$ cat config.mk
export PLATFORM = sky130hd
export DESIGN_NAME = periodic_timer_table
export DESIGN_NICKNAME = d
export VERILOG_FILES = /design/src/design/ptt_pkg.sv /design/src/design/periodic_timer_table.sv /design/src/design/ptt_ram.sv /design/src/design/ptt_dir.sv
export SDC_FILE = /design/constraint.sdc
export NUM_CORES = 2
export LEC_CHECK = 0
export BUFFER_PORTS_ARGS = -buffer_cell sky130_fd_sc_hd__buf_2
export CORE_UTILIZATION = 55
export DETAILED_ROUTE_END_ITERATION = 8
export GPL_ROUTABILITY_DRIVEN = 0
export GPL_TIMING_DRIVEN = 0
export PLACE_DENSITY = 0.71
export SYNTH_ARGS = -nofsm -noshare
export SYNTH_HDL_FRONTEND = slang
export SYNTH_HIERARCHICAL = 1
export SYNTH_SLANG_ARGS = --single-unit
$ cat constraint.sdc
create_clock -name clk -period 27 [get_ports clk]
set_input_delay 2.7 -clock clk [delete_from_list [all_inputs] [get_ports clk]]
set_output_delay 2.7 -clock clk [all_outputs]
set_load 0.02 [all_outputs]
$ cat src/design/ptt_pkg.sv
// ----------------------------------------------------------------------------
// ptt_pkg
// Shared constants, codes and types of the periodic timer table.
// ----------------------------------------------------------------------------
package ptt_pkg;

    // Table geometry and field widths.
    localparam int NUM_TIMERS = 16;
    localparam int TIME_WIDTH = 48;
    localparam int ID_W       = 16;
    localparam int INTERVAL_W = 24;
    localparam int PERIOD_W   = 34;
    localparam int SLOT_W     = (NUM_TIMERS > 1) ? $clog2(NUM_TIMERS) : 1;
    localparam int CNT_W      = $clog2(NUM_TIMERS + 1);
    localparam int ENTRY_W    = PERIOD_W + TIME_WIDTH;

    localparam logic [PERIOD_W-1:0] US_PER_MS = PERIOD_W'(1000);

    // Input item kinds.
    localparam logic [1:0] KIND_TICK   = 2'd0;
    localparam logic [1:0] KIND_ADD    = 2'd1;
    localparam logic [1:0] KIND_REMOVE = 2'd2;

    // Result status codes.
    localparam logic [1:0] ST_OK        = 2'd0;
    localparam logic [1:0] ST_DUPLICATE = 2'd1;
    localparam logic [1:0] ST_FULL      = 2'd2;
    localparam logic [1:0] ST_NOT_FOUND = 2'd3;

    // Update request from the controller to the id directory.
    typedef struct packed {
        logic              add_en;
        logic              rem_en;
        logic [SLOT_W-1:0] slot;
    } dir_op_t;

    // Lookup results of the id directory.
    typedef struct packed {
        logic              hit;
        logic [SLOT_W-1:0] hit_slot;
        logic              full;
        logic [SLOT_W-1:0] free_slot;
        logic [CNT_W-1:0]  count;
    } dir_stat_t;

    // Slot that holds a given position in ascending id order.
    typedef struct packed {
        logic [SLOT_W-1:0] slot;
        logic [ID_W-1:0]   id;
    } dir_rank_t;

endpackage

$ cat src/design/periodic_timer_table.sv
// ----------------------------------------------------------------------------
// periodic_timer_table
// Table of periodic timers keyed by id, with add, remove and tick transactions.
// ----------------------------------------------------------------------------
// An add or remove transaction is accepted, then executed, and returns one
// status result; an output stall holds the execute step. A tick visits the
// timers in ascending id order, one per cycle while no output stall holds an
// expiry, which is the rate of the single read port of the period/start RAM,
// and then hands out the final expiry.
// The RAM needs no clearing after reset, since only slots marked valid
// are ever read. The timer mode register is written through its own port,
// which is always ready, and must be written only while the block is idle.
module periodic_timer_table (
    input  logic                           clk,
    input  logic                           rst_n,
    input  logic                           in_valid,
    output logic                           in_stall,
    input  logic [1:0]                     kind,
    input  logic [ptt_pkg::ID_W-1:0]       timer_id,
    input  logic [ptt_pkg::INTERVAL_W-1:0] interval_ms,
    input  logic [ptt_pkg::TIME_WIDTH-1:0] now_us,
    output logic                           out_valid,
    input  logic                           out_stall,
    output logic                           fired,
    output logic [ptt_pkg::ID_W-1:0]       event_id,
    output logic [1:0]                     status,
    output logic                           last,
    input  logic                           cfg_valid,
    output logic                           cfg_ready,
    input  logic                           timer_mode
);

    localparam int SW = ptt_pkg::SLOT_W;
    localparam int CW = ptt_pkg::CNT_W;
    localparam int TW = ptt_pkg::TIME_WIDTH;
    localparam int PW = ptt_pkg::PERIOD_W;

    typedef enum logic [1:0] {
        S_IDLE,
        S_EXEC,
        S_EVAL,
        S_FLUSH
    } state_t;

    state_t state_reg, state_next;

    logic [1:0]                     kind_reg, kind_next;
    logic [ptt_pkg::ID_W-1:0]       id_reg, id_next;
    logic [ptt_pkg::INTERVAL_W-1:0] interval_reg, interval_next;
    logic [TW-1:0]                  now_reg, now_next;
    logic [SW-1:0]                  cur_reg, cur_next;
    logic [SW-1:0]                  eval_slot_reg, eval_slot_next;
    logic [ptt_pkg::ID_W-1:0]       eval_id_reg, eval_id_next;
    logic                           pend_valid_reg, pend_valid_next;
    logic [ptt_pkg::ID_W-1:0]       pend_id_reg, pend_id_next;
    logic                           out_valid_reg, out_valid_next;
    logic                           fired_reg, fired_next;
    logic [ptt_pkg::ID_W-1:0]       event_id_reg, event_id_next;
    logic [1:0]                     status_reg, status_next;
    logic                           last_reg, last_next;
    logic                           mode_reg;

    ptt_pkg::dir_op_t   dir_op;
    ptt_pkg::dir_stat_t dir_stat;
    ptt_pkg::dir_rank_t dir_rank;
    logic [SW-1:0]      query_rank;

    logic                     ram_we;
    logic [SW-1:0]            ram_waddr;
    logic [ptt_pkg::ENTRY_W-1:0] ram_wdata;
    logic                     ram_re;
    logic [ptt_pkg::ENTRY_W-1:0] ram_rdata;

    logic          in_accept;
    logic          out_free;
    logic [CW-1:0] cur_succ;
    logic          tick_done;
    logic [PW-1:0] period_calc;

    logic [PW-1:0] ent_period;
    logic [TW-1:0] ent_start;
    logic [TW-1:0] elapsed;
    logic [TW-1:0] period_ext;
    logic [TW-1:0] twice_ext;
    logic          ent_negative;
    logic          ent_fires;
    logic [TW-1:0] start_upd;
    logic          can_go;

    assign in_stall  = (state_reg != S_IDLE);
    assign in_accept = in_valid && !in_stall;
    assign out_free  = !out_valid_reg || !out_stall;
    assign cfg_ready = 1'b1;

    // Timer mode register.
    always_ff @(posedge clk or negedge rst_n)
    begin
        if (!rst_n)
        begin
            mode_reg <= 1'b0;
        end
        else if (cfg_valid && cfg_ready)
        begin
            mode_reg <= timer_mode;
        end
    end

    // Rank sequencing over the sorted table during a tick.
    assign cur_succ   = CW'(cur_reg) + 1'b1;
    assign tick_done  = (cur_succ == dir_stat.count);
    assign query_rank = (state_reg == S_EXEC) ? '0 : cur_succ[SW-1:0];

    // Period in microseconds for an add; fits in the period width.
    assign period_calc = PW'(interval_reg) * ptt_pkg::US_PER_MS;

    // Evaluation of the slot whose entry has just been read.
    always_comb
    begin
        ent_period   = ram_rdata[TW +: PW];
        ent_start    = ram_rdata[TW-1:0];
        elapsed      = now_reg - ent_start;
        period_ext   = TW'(ent_period);
        twice_ext    = TW'({ent_period, 1'b0});
        ent_negative = elapsed[TW-1];
        ent_fires    = !ent_negative && (elapsed > period_ext);
        if (ent_negative || (elapsed > twice_ext) || mode_reg)
        begin
            start_upd = now_reg;
        end
        else
        begin
            start_upd = ent_start + period_ext;
        end
    end

    assign can_go = !(ent_fires && pend_valid_reg) || out_free;

    // Controller next-state logic.
    always_comb
    begin
        state_next      = state_reg;
        kind_next       = kind_reg;
        id_next         = id_reg;
        interval_next   = interval_reg;
        now_next        = now_reg;
        cur_next        = cur_reg;
        eval_slot_next  = eval_slot_reg;
        eval_id_next    = eval_id_reg;
        pend_valid_next = pend_valid_reg;
        pend_id_next    = pend_id_reg;
        out_valid_next  = out_valid_reg && out_stall;
        fired_next      = fired_reg;
        event_id_next   = event_id_reg;
        status_next     = status_reg;
        last_next       = last_reg;
        dir_op          = '0;
        ram_we          = 1'b0;
        ram_waddr       = eval_slot_reg;
        ram_wdata       = {ent_period, start_upd};
        ram_re          = 1'b0;

        case (state_reg)
            S_IDLE:
            begin
                if (in_accept)
                begin
                    kind_next     = kind;
                    id_next       = timer_id;
                    interval_next = interval_ms;
                    now_next      = now_us;
                    state_next    = S_EXEC;
                end
            end

            S_EXEC:
            begin
                case (kind_reg)
                    ptt_pkg::KIND_ADD:
                    begin
                        if (out_free)
                        begin
                            out_valid_next = 1'b1;
                            fired_next     = 1'b0;
                            event_id_next  = id_reg;
                            last_next      = 1'b1;
                            if (dir_stat.hit)
                            begin
                                status_next = ptt_pkg::ST_DUPLICATE;
                            end
                            else if (dir_stat.full)
                            begin
                                status_next = ptt_pkg::ST_FULL;
                            end
                            else
                            begin
                                status_next   = ptt_pkg::ST_OK;
                                dir_op.add_en = 1'b1;
                                dir_op.slot   = dir_stat.free_slot;
                                ram_we        = 1'b1;
                                ram_waddr     = dir_stat.free_slot;
                                ram_wdata     = {period_calc, now_reg};
                            end
                            state_next = S_IDLE;
                        end
                    end

                    ptt_pkg::KIND_REMOVE:
                    begin
                        if (out_free)
                        begin
                            out_valid_next = 1'b1;
                            fired_next     = 1'b0;
                            event_id_next  = id_reg;
                            last_next      = 1'b1;
                            if (dir_stat.hit)
                            begin
                                status_next   = ptt_pkg::ST_OK;
                                dir_op.rem_en = 1'b1;
                                dir_op.slot   = dir_stat.hit_slot;
                            end
                            else
                            begin
                                status_next = ptt_pkg::ST_NOT_FOUND;
                            end
                            state_next = S_IDLE;
                        end
                    end

                    ptt_pkg::KIND_TICK:
                    begin
                        if (dir_stat.count == '0)
                        begin
                            state_next = S_IDLE;
                        end
                        else
                        begin
                            ram_re          = 1'b1;
                            eval_slot_next  = dir_rank.slot;
                            eval_id_next    = dir_rank.id;
                            cur_next        = '0;
                            pend_valid_next = 1'b0;
                            state_next      = S_EVAL;
                        end
                    end

                    default:
                    begin
                        state_next = S_IDLE;
                    end
                endcase
            end

            S_EVAL:
            begin
                if (can_go)
                begin
                    ram_we = ent_negative || ent_fires;
                    // An expiry waits in the pending register until the next
                    // one, or the end of the scan, shows whether it is the last.
                    if (ent_fires)
                    begin
                        if (pend_valid_reg)
                        begin
                            out_valid_next = 1'b1;
                            fired_next     = 1'b1;
                            event_id_next  = pend_id_reg;
                            status_next    = ptt_pkg::ST_OK;
                            last_next      = 1'b0;
                        end
                        pend_valid_next = 1'b1;
                        pend_id_next    = eval_id_reg;
                    end
                    if (tick_done)
                    begin
                        state_next = (pend_valid_reg || ent_fires) ? S_FLUSH : S_IDLE;
                    end
                    else
                    begin
                        ram_re         = 1'b1;
                        eval_slot_next = dir_rank.slot;
                        eval_id_next   = dir_rank.id;
                        cur_next       = cur_succ[SW-1:0];
                    end
                end
            end

            S_FLUSH:
            begin
                if (out_free)
                begin
                    out_valid_next  = 1'b1;
                    fired_next      = 1'b1;
                    event_id_next   = pend_id_reg;
                    status_next     = ptt_pkg::ST_OK;
                    last_next       = 1'b1;
                    pend_valid_next = 1'b0;
                    state_next      = S_IDLE;
                end
            end

            default:
            begin
                state_next = S_IDLE;
            end
        endcase
    end

    // Controller state and registered outputs.
    always_ff @(posedge clk or negedge rst_n)
    begin
        if (!rst_n)
        begin
            state_reg      <= S_IDLE;
            pend_valid_reg <= 1'b0;
            out_valid_reg  <= 1'b0;
            kind_reg       <= '0;
            id_reg         <= '0;
            interval_reg   <= '0;
            now_reg        <= '0;
            cur_reg        <= '0;
            eval_slot_reg  <= '0;
            eval_id_reg    <= '0;
            pend_id_reg    <= '0;
            fired_reg      <= 1'b0;
            event_id_reg   <= '0;
            status_reg     <= '0;
            last_reg       <= 1'b0;
        end
        else
        begin
            state_reg      <= state_next;
            pend_valid_reg <= pend_valid_next;
            out_valid_reg  <= out_valid_next;
            kind_reg       <= kind_next;
            id_reg         <= id_next;
            interval_reg   <= interval_next;
            now_reg        <= now_next;
            cur_reg        <= cur_next;
            eval_slot_reg  <= eval_slot_next;
            eval_id_reg    <= eval_id_next;
            pend_id_reg    <= pend_id_next;
            fired_reg      <= fired_next;
            event_id_reg   <= event_id_next;
            status_reg     <= status_next;
            last_reg       <= last_next;
        end
    end

    assign out_valid = out_valid_reg;
    assign fired     = fired_reg;
    assign event_id  = event_id_reg;
    assign status    = status_reg;
    assign last      = last_reg;

    // Id directory.
    ptt_dir u_dir (
        .clk        (clk),
        .rst_n      (rst_n),
        .lookup_id  (id_reg),
        .op         (dir_op),
        .query_rank (query_rank),
        .stat       (dir_stat),
        .rank_hit   (dir_rank)
    );

    // Period and start time of every slot.
    ptt_ram #(
        .DEPTH (ptt_pkg::NUM_TIMERS),
        .WIDTH (ptt_pkg::ENTRY_W)
    ) u_ram (
        .clk     (clk),
        .wr_en   (ram_we),
        .wr_addr (ram_waddr),
        .wr_data (ram_wdata),
        .rd_en   (ram_re),
        .rd_addr (dir_rank.slot),
        .rd_data (ram_rdata)
    );

`ifndef SYNTHESIS
    // The occupancy count never exceeds the table size.
    a_count_bound: assert property (@(posedge clk) disable iff (!rst_n)
        dir_stat.count <= CW'(ptt_pkg::NUM_TIMERS))
        else $error("timer count exceeds table size");

    // A pending expiry exists only while a tick is being scanned or flushed.
    a_pend_state: assert property (@(posedge clk) disable iff (!rst_n)
        pend_valid_reg |-> (state_reg == S_EVAL || state_reg == S_FLUSH))
        else $error("pending expiry outside a tick");

    // Expiry results always carry the ok status.
    a_fired_status: assert property (@(posedge clk) disable iff (!rst_n)
        (out_valid_reg && fired_reg) |-> (status_reg == ptt_pkg::ST_OK))
        else $error("expiry result with non-ok status");

    // The directory is never changed during a tick scan.
    a_dir_quiet: assert property (@(posedge clk) disable iff (!rst_n)
        (state_reg == S_EVAL || state_reg == S_FLUSH) |-> !(dir_op.add_en || dir_op.rem_en))
        else $error("directory update during a tick");
`endif

endmodule

$ cat src/design/ptt_ram.sv
// ----------------------------------------------------------------------------
// ptt_ram
// Simple dual-port synchronous RAM with registered read.
// ----------------------------------------------------------------------------
module ptt_ram #(
    parameter int DEPTH = 16,
    parameter int WIDTH = 8,
    parameter int ADDR_W = (DEPTH > 1) ? $clog2(DEPTH) : 1
) (
    input  logic              clk,
    input  logic              wr_en,
    input  logic [ADDR_W-1:0] wr_addr,
    input  logic [WIDTH-1:0]  wr_data,
    input  logic              rd_en,
    input  logic [ADDR_W-1:0] rd_addr,
    output logic [WIDTH-1:0]  rd_data
);

    logic [WIDTH-1:0] mem [DEPTH];
    logic [WIDTH-1:0] rd_data_reg;

    // Write port.
    always_ff @(posedge clk)
    begin
        if (wr_en)
        begin
            mem[wr_addr] <= wr_data;
        end
    end

    // Read port; the data holds until the next read.
    always_ff @(posedge clk)
    begin
        if (rd_en)
        begin
            rd_data_reg <= mem[rd_addr];
        end
    end

    assign rd_data = rd_data_reg;

endmodule

$ cat src/design/ptt_dir.sv
// ----------------------------------------------------------------------------
// ptt_dir
// Id directory: valid bits, ids and the ascending-id rank of every slot.
// ----------------------------------------------------------------------------
module ptt_dir (
    input  logic                      clk,
    input  logic                      rst_n,
    input  logic [ptt_pkg::ID_W-1:0]   lookup_id,
    input  ptt_pkg::dir_op_t          op,
    input  logic [ptt_pkg::SLOT_W-1:0] query_rank,
    output ptt_pkg::dir_stat_t        stat,
    output ptt_pkg::dir_rank_t        rank_hit
);

    localparam int N = ptt_pkg::NUM_TIMERS;
    localparam int SW = ptt_pkg::SLOT_W;

    logic [N-1:0]               valid_reg;
    logic [ptt_pkg::ID_W-1:0]   id_reg [N];
    logic [SW-1:0]              rank_reg [N];
    logic [ptt_pkg::CNT_W-1:0]  count_reg;
    logic [ptt_pkg::CNT_W-1:0]  count_next;

    logic [N-1:0] match;
    logic [N-1:0] less;
    logic [N-1:0] greater;
    logic [N-1:0] sel;
    logic [SW-1:0] new_rank;

    // Per-slot comparisons against the looked-up id and the queried rank.
    always_comb
    begin
        for (int i = 0; i < N; i++)
        begin
            match[i]   = valid_reg[i] && (id_reg[i] == lookup_id);
            less[i]    = valid_reg[i] && (id_reg[i] < lookup_id);
            greater[i] = valid_reg[i] && (id_reg[i] > lookup_id);
            sel[i]     = valid_reg[i] && (rank_reg[i] == query_rank);
        end
        new_rank = SW'($countones(less));
    end

    // Encoders: hit and rank selections are one-hot, the free slot is the lowest.
    always_comb
    begin
        stat.hit       = |match;
        stat.hit_slot  = '0;
        stat.full      = &valid_reg;
        stat.free_slot = '0;
        stat.count     = count_reg;
        rank_hit.slot  = '0;
        rank_hit.id    = '0;
        for (int i = 0; i < N; i++)
        begin
            if (match[i])
            begin
                stat.hit_slot = stat.hit_slot | SW'(i);
            end
            if (sel[i])
            begin
                rank_hit.slot = rank_hit.slot | SW'(i);
                rank_hit.id   = rank_hit.id | id_reg[i];
            end
        end
        for (int i = N - 1; i >= 0; i--)
        begin
            if (!valid_reg[i])
            begin
                stat.free_slot = SW'(i);
            end
        end
    end

    // Occupancy count.
    always_comb
    begin
        count_next = count_reg;
        if (op.add_en)
        begin
            count_next = count_reg + 1'b1;
        end
        else if (op.rem_en)
        begin
            count_next = count_reg - 1'b1;
        end
    end

    // Valid bits and count.
    always_ff @(posedge clk or negedge rst_n)
    begin
        if (!rst_n)
        begin
            valid_reg <= '0;
            count_reg <= '0;
        end
        else
        begin
            count_reg <= count_next;
            if (op.add_en)
            begin
                valid_reg[op.slot] <= 1'b1;
            end
            else if (op.rem_en)
            begin
                valid_reg[op.slot] <= 1'b0;
            end
        end
    end

    // Ids and ranks: entries above the new or removed id shift by one.
    always_ff @(posedge clk)
    begin
        for (int i = 0; i < N; i++)
        begin
            if (op.add_en && (op.slot == SW'(i)))
            begin
                id_reg[i]   <= lookup_id;
                rank_reg[i] <= new_rank;
            end
            else if (op.add_en && greater[i])
            begin
                rank_reg[i] <= rank_reg[i] + 1'b1;
            end
            else if (op.rem_en && greater[i])
            begin
                rank_reg[i] <= rank_reg[i] - 1'b1;
            end
        end
    end

endmodule

==> run metrics <==
status finished with violations; violated checks design-rule violations, max-capacitance violations; top-count cell post-synth edfxtp_1; syn_area_per_cell 15.4 um2; Hold Path End pend_id_reg[8]$_DFFE_PN0P_; Largest register FFs 1312; Synth Flop Type edfxtp_1; Synth cell types 102; top cell type's share of synthesized area 56.2%; Routed WL per cell 31.3 um; path depth of the worst reg2reg path 25; H-tree depth 4; PortBufs 117; Mapped Cells 5956; CP peak stage delay 1.07 ns; num rows 149; Die Span X 410 um; Max stage delay cell, worst path nor4b_1; area leader, netlist edfxtp_1; DR WL met3 34.7 mm; TNS Setup 0 ns; drt pass-1 iters 8; type of the most critical hold path register to register; TritonCTS clock tree done; Top Layer Used met5; critical path arrival 11.62 ns; Final Hold Viols 0; EDFF count, synth 1714; Yosys reg bits 1890; vias per cell 6.78; number of gates resized after cts 0; WS Path Type register to register; Reg2Reg Launch Point id_reg[14]$_DFFE_PN0P_; initial antenna violation count 13; crit path from id_reg[14]$_DFFE_PN0P_; most frequent CP cell inv_1; setup bufs post-CTS 0; Fill cells 11.9k; async set or reset register ratio after synthesis 9.31%; total track usage 32.6%; hold_sp pend_id_reg[8]$_DFFE_PN0P_; Hold Path Depth 1; Tmin final 11.10 ns; Max Cap Viol 1; slew margin rel. 0.676%; Max Clock Skew 0.0515 ns; DR DRC count 32; RR Endpoint u_dir/rank_reg[1][3]$_DFFE_PP_; first-pass GRT wire length 395 mm; Sink Count 1890; core footprint 165000 um2; die height 410 um; hold_buf cts 0; later-pin clock latency in the skew report 0.86 ns; CTS buffer count 190; Mapped Area 91600 um2; starting density of the core 55.4%; period utilization 41.1%; Slew @ Worst Pin 1.48 ns; YS warnings 6; Vias 59.3k; Slew Viols, Final 0; critical path peak fanout 19; Seq/Total Area, Yosys 61.0%; Critical Path RT 27.53 ns; Max Clk Rate 90.1 MHz; share of cells above drive strength 1 18.1%; met1 WL 102 mm; DRT Wirelength 274 mm; crit path capture type register; Area Growth Syn to Fin 13.1%; Starting DRT DRC Count 8141; Area contributors post-synth edfxtp_1 56%, mux4_2 8.1%, ha_1 7.2%; total grt overflow 0; DIE AREA 168000 um2; IO Pins 119; # nets final 7114; post-route ant nets 0; RSZ-0062 raised after global routing no; clock slew at reported path FFs 0.06 ns; most instantiated cells after synthesis 1714 x edfxtp_1, 524 x ha_1, 337 x nand2_1; root buffer cell clkbuf_16; largest net degree at the start of global routing 96; final setup fails 0; Synthesized Nets 6676; CP Launch Type register; wire length on met2 122 mm; clock buffer depth 3; R2R setup slack 15.90 ns; number of global-route vias before repair 58.1k; final HPWL from detailed placement 194 mm
==> placed cells by master (no fill, tap or decap), types with 36 or more instances in the layout <==
cell,Yosys,layout
nand3_1,110,110
edfxtp_1,1714,1714
dfrtp_1,176,175
a21oi_1,262,262
buf_6,14,57
ha_1,524,524
xnor2_1,101,101
fa_1,100,100
clkbuf_16,0,193
nand2_1,337,337
mux4_2,328,328
buf_2,45,164
a211oi_1,38,38
a21o_1,112,112
o21ai_1,11,38
a22oi_1,179,179
xor2_1,88,88
o21ai_0,169,142
clkbuf_1,122,166
mux2_2,132,132
o22ai_1,58,58
mux2_1,65,65
nor4_1,36,36
buf_12,1,45
nor2_1,190,160
a221oi_1,69,69
clkinv_2,0,36
a22o_1,65,65
nand4_1,101,101
nor3_1,55,50
inv_1,240,240
==> metrics by stage <==
stage	instances	area [um2]	setup slack (ns)	utilization, %	hold slack (ns)
after floorplan	5956	91600	15.92	-	0.452
after CTS	8746	104000	16.30	62.7	0.484
final	8759	104000	15.90	62.7	0.479
after global routing	8747	104000	15.99	62.7	0.500
after global placement	8262	94900	5.89	57.5	0.465
after detailed placement	8390	97300	16.34	58.9	0.471
==> cell type report <==
class,instances,area (um2),area share (%)
Buffer,229,1140,1.10
Tap cell,2189,2740,2.64
Clock inverter,108,1160,1.12
Antenna cell,12,30.0,0.0290
Multi-Input combinational cell,3595,33900,32.7
Inverter,242,908,0.877
Sequential cell,1890,55900,53.9
Timing Repair Buffer,246,2700,2.60
Clock buffer,248,5130,4.95
==> layer usage <==
layer / vias to the layer above / global-route usage, %
met5: - / 0
met4: 16 / 15.5
met3: 803 / 8.26
met2: 4025 / 48.8
met1: 29870 / 44.8
li1: 24631 / -
==> worst max-delay path, delay by kind of cell (launching register included) <==
| kind | cells | cell delay [ns] |
|---|---|---|
| mux | 1 | 0.08 |
| simple gates | 9 | 4.36 |
| flops | 1 | 0.95 |
| fa+ha+maj | 2 | 0.77 |
| xor+xnor | 1 | 0.13 |
| compound gates | 3 | 0.70 |
| buf+inv | 9 | 3.74 |
==> how the worst max path moves through the flow <==
stage | to | slack, ns | depth (start not counted)
2_1_floorplan | u_ram/mem[0][0]$_DFFE_PP_ | 15.92 | 8
3_5_place_dp | u_dir/rank_reg[1][3]$_DFFE_PP_ | 16.34 | 25
4_1_cts | u_dir/rank_reg[1][3]$_DFFE_PP_ | 16.30 | 25
3_3_place_gp | u_ram/mem[12][14]$_DFFE_PP_ | 5.89 | 15
6_report | u_dir/rank_reg[1][3]$_DFFE_PP_ | 15.90 | 25
5_1_grt | u_dir/rank_reg[1][3]$_DFFE_PP_ | 15.99 | 25
==> kinds of logic (layout without fill, tap and decap cells) <==
group | count (synthesis) | in the layout | share of synthesized area (%)
multiplexers | 562 | 562 | 10.9
buffers and inverters | 471 | 1073 | 2.24
other | 1 | 13 | 0.00409
adder cells (fa/ha/maj) | 624 | 624 | 9.35
XOR/XNOR | 189 | 189 | 1.81
AO/OA/AOI/OAI | 1210 | 1210 | 9.07
AND/OR/NAND/NOR | 1009 | 1009 | 5.58
flip-flops | 1890 | 1890 | 61.0
Power is left out: the tool's default activity adds up to more than one toggle a clock period on the data nets, which glitch-free logic cannot reach.
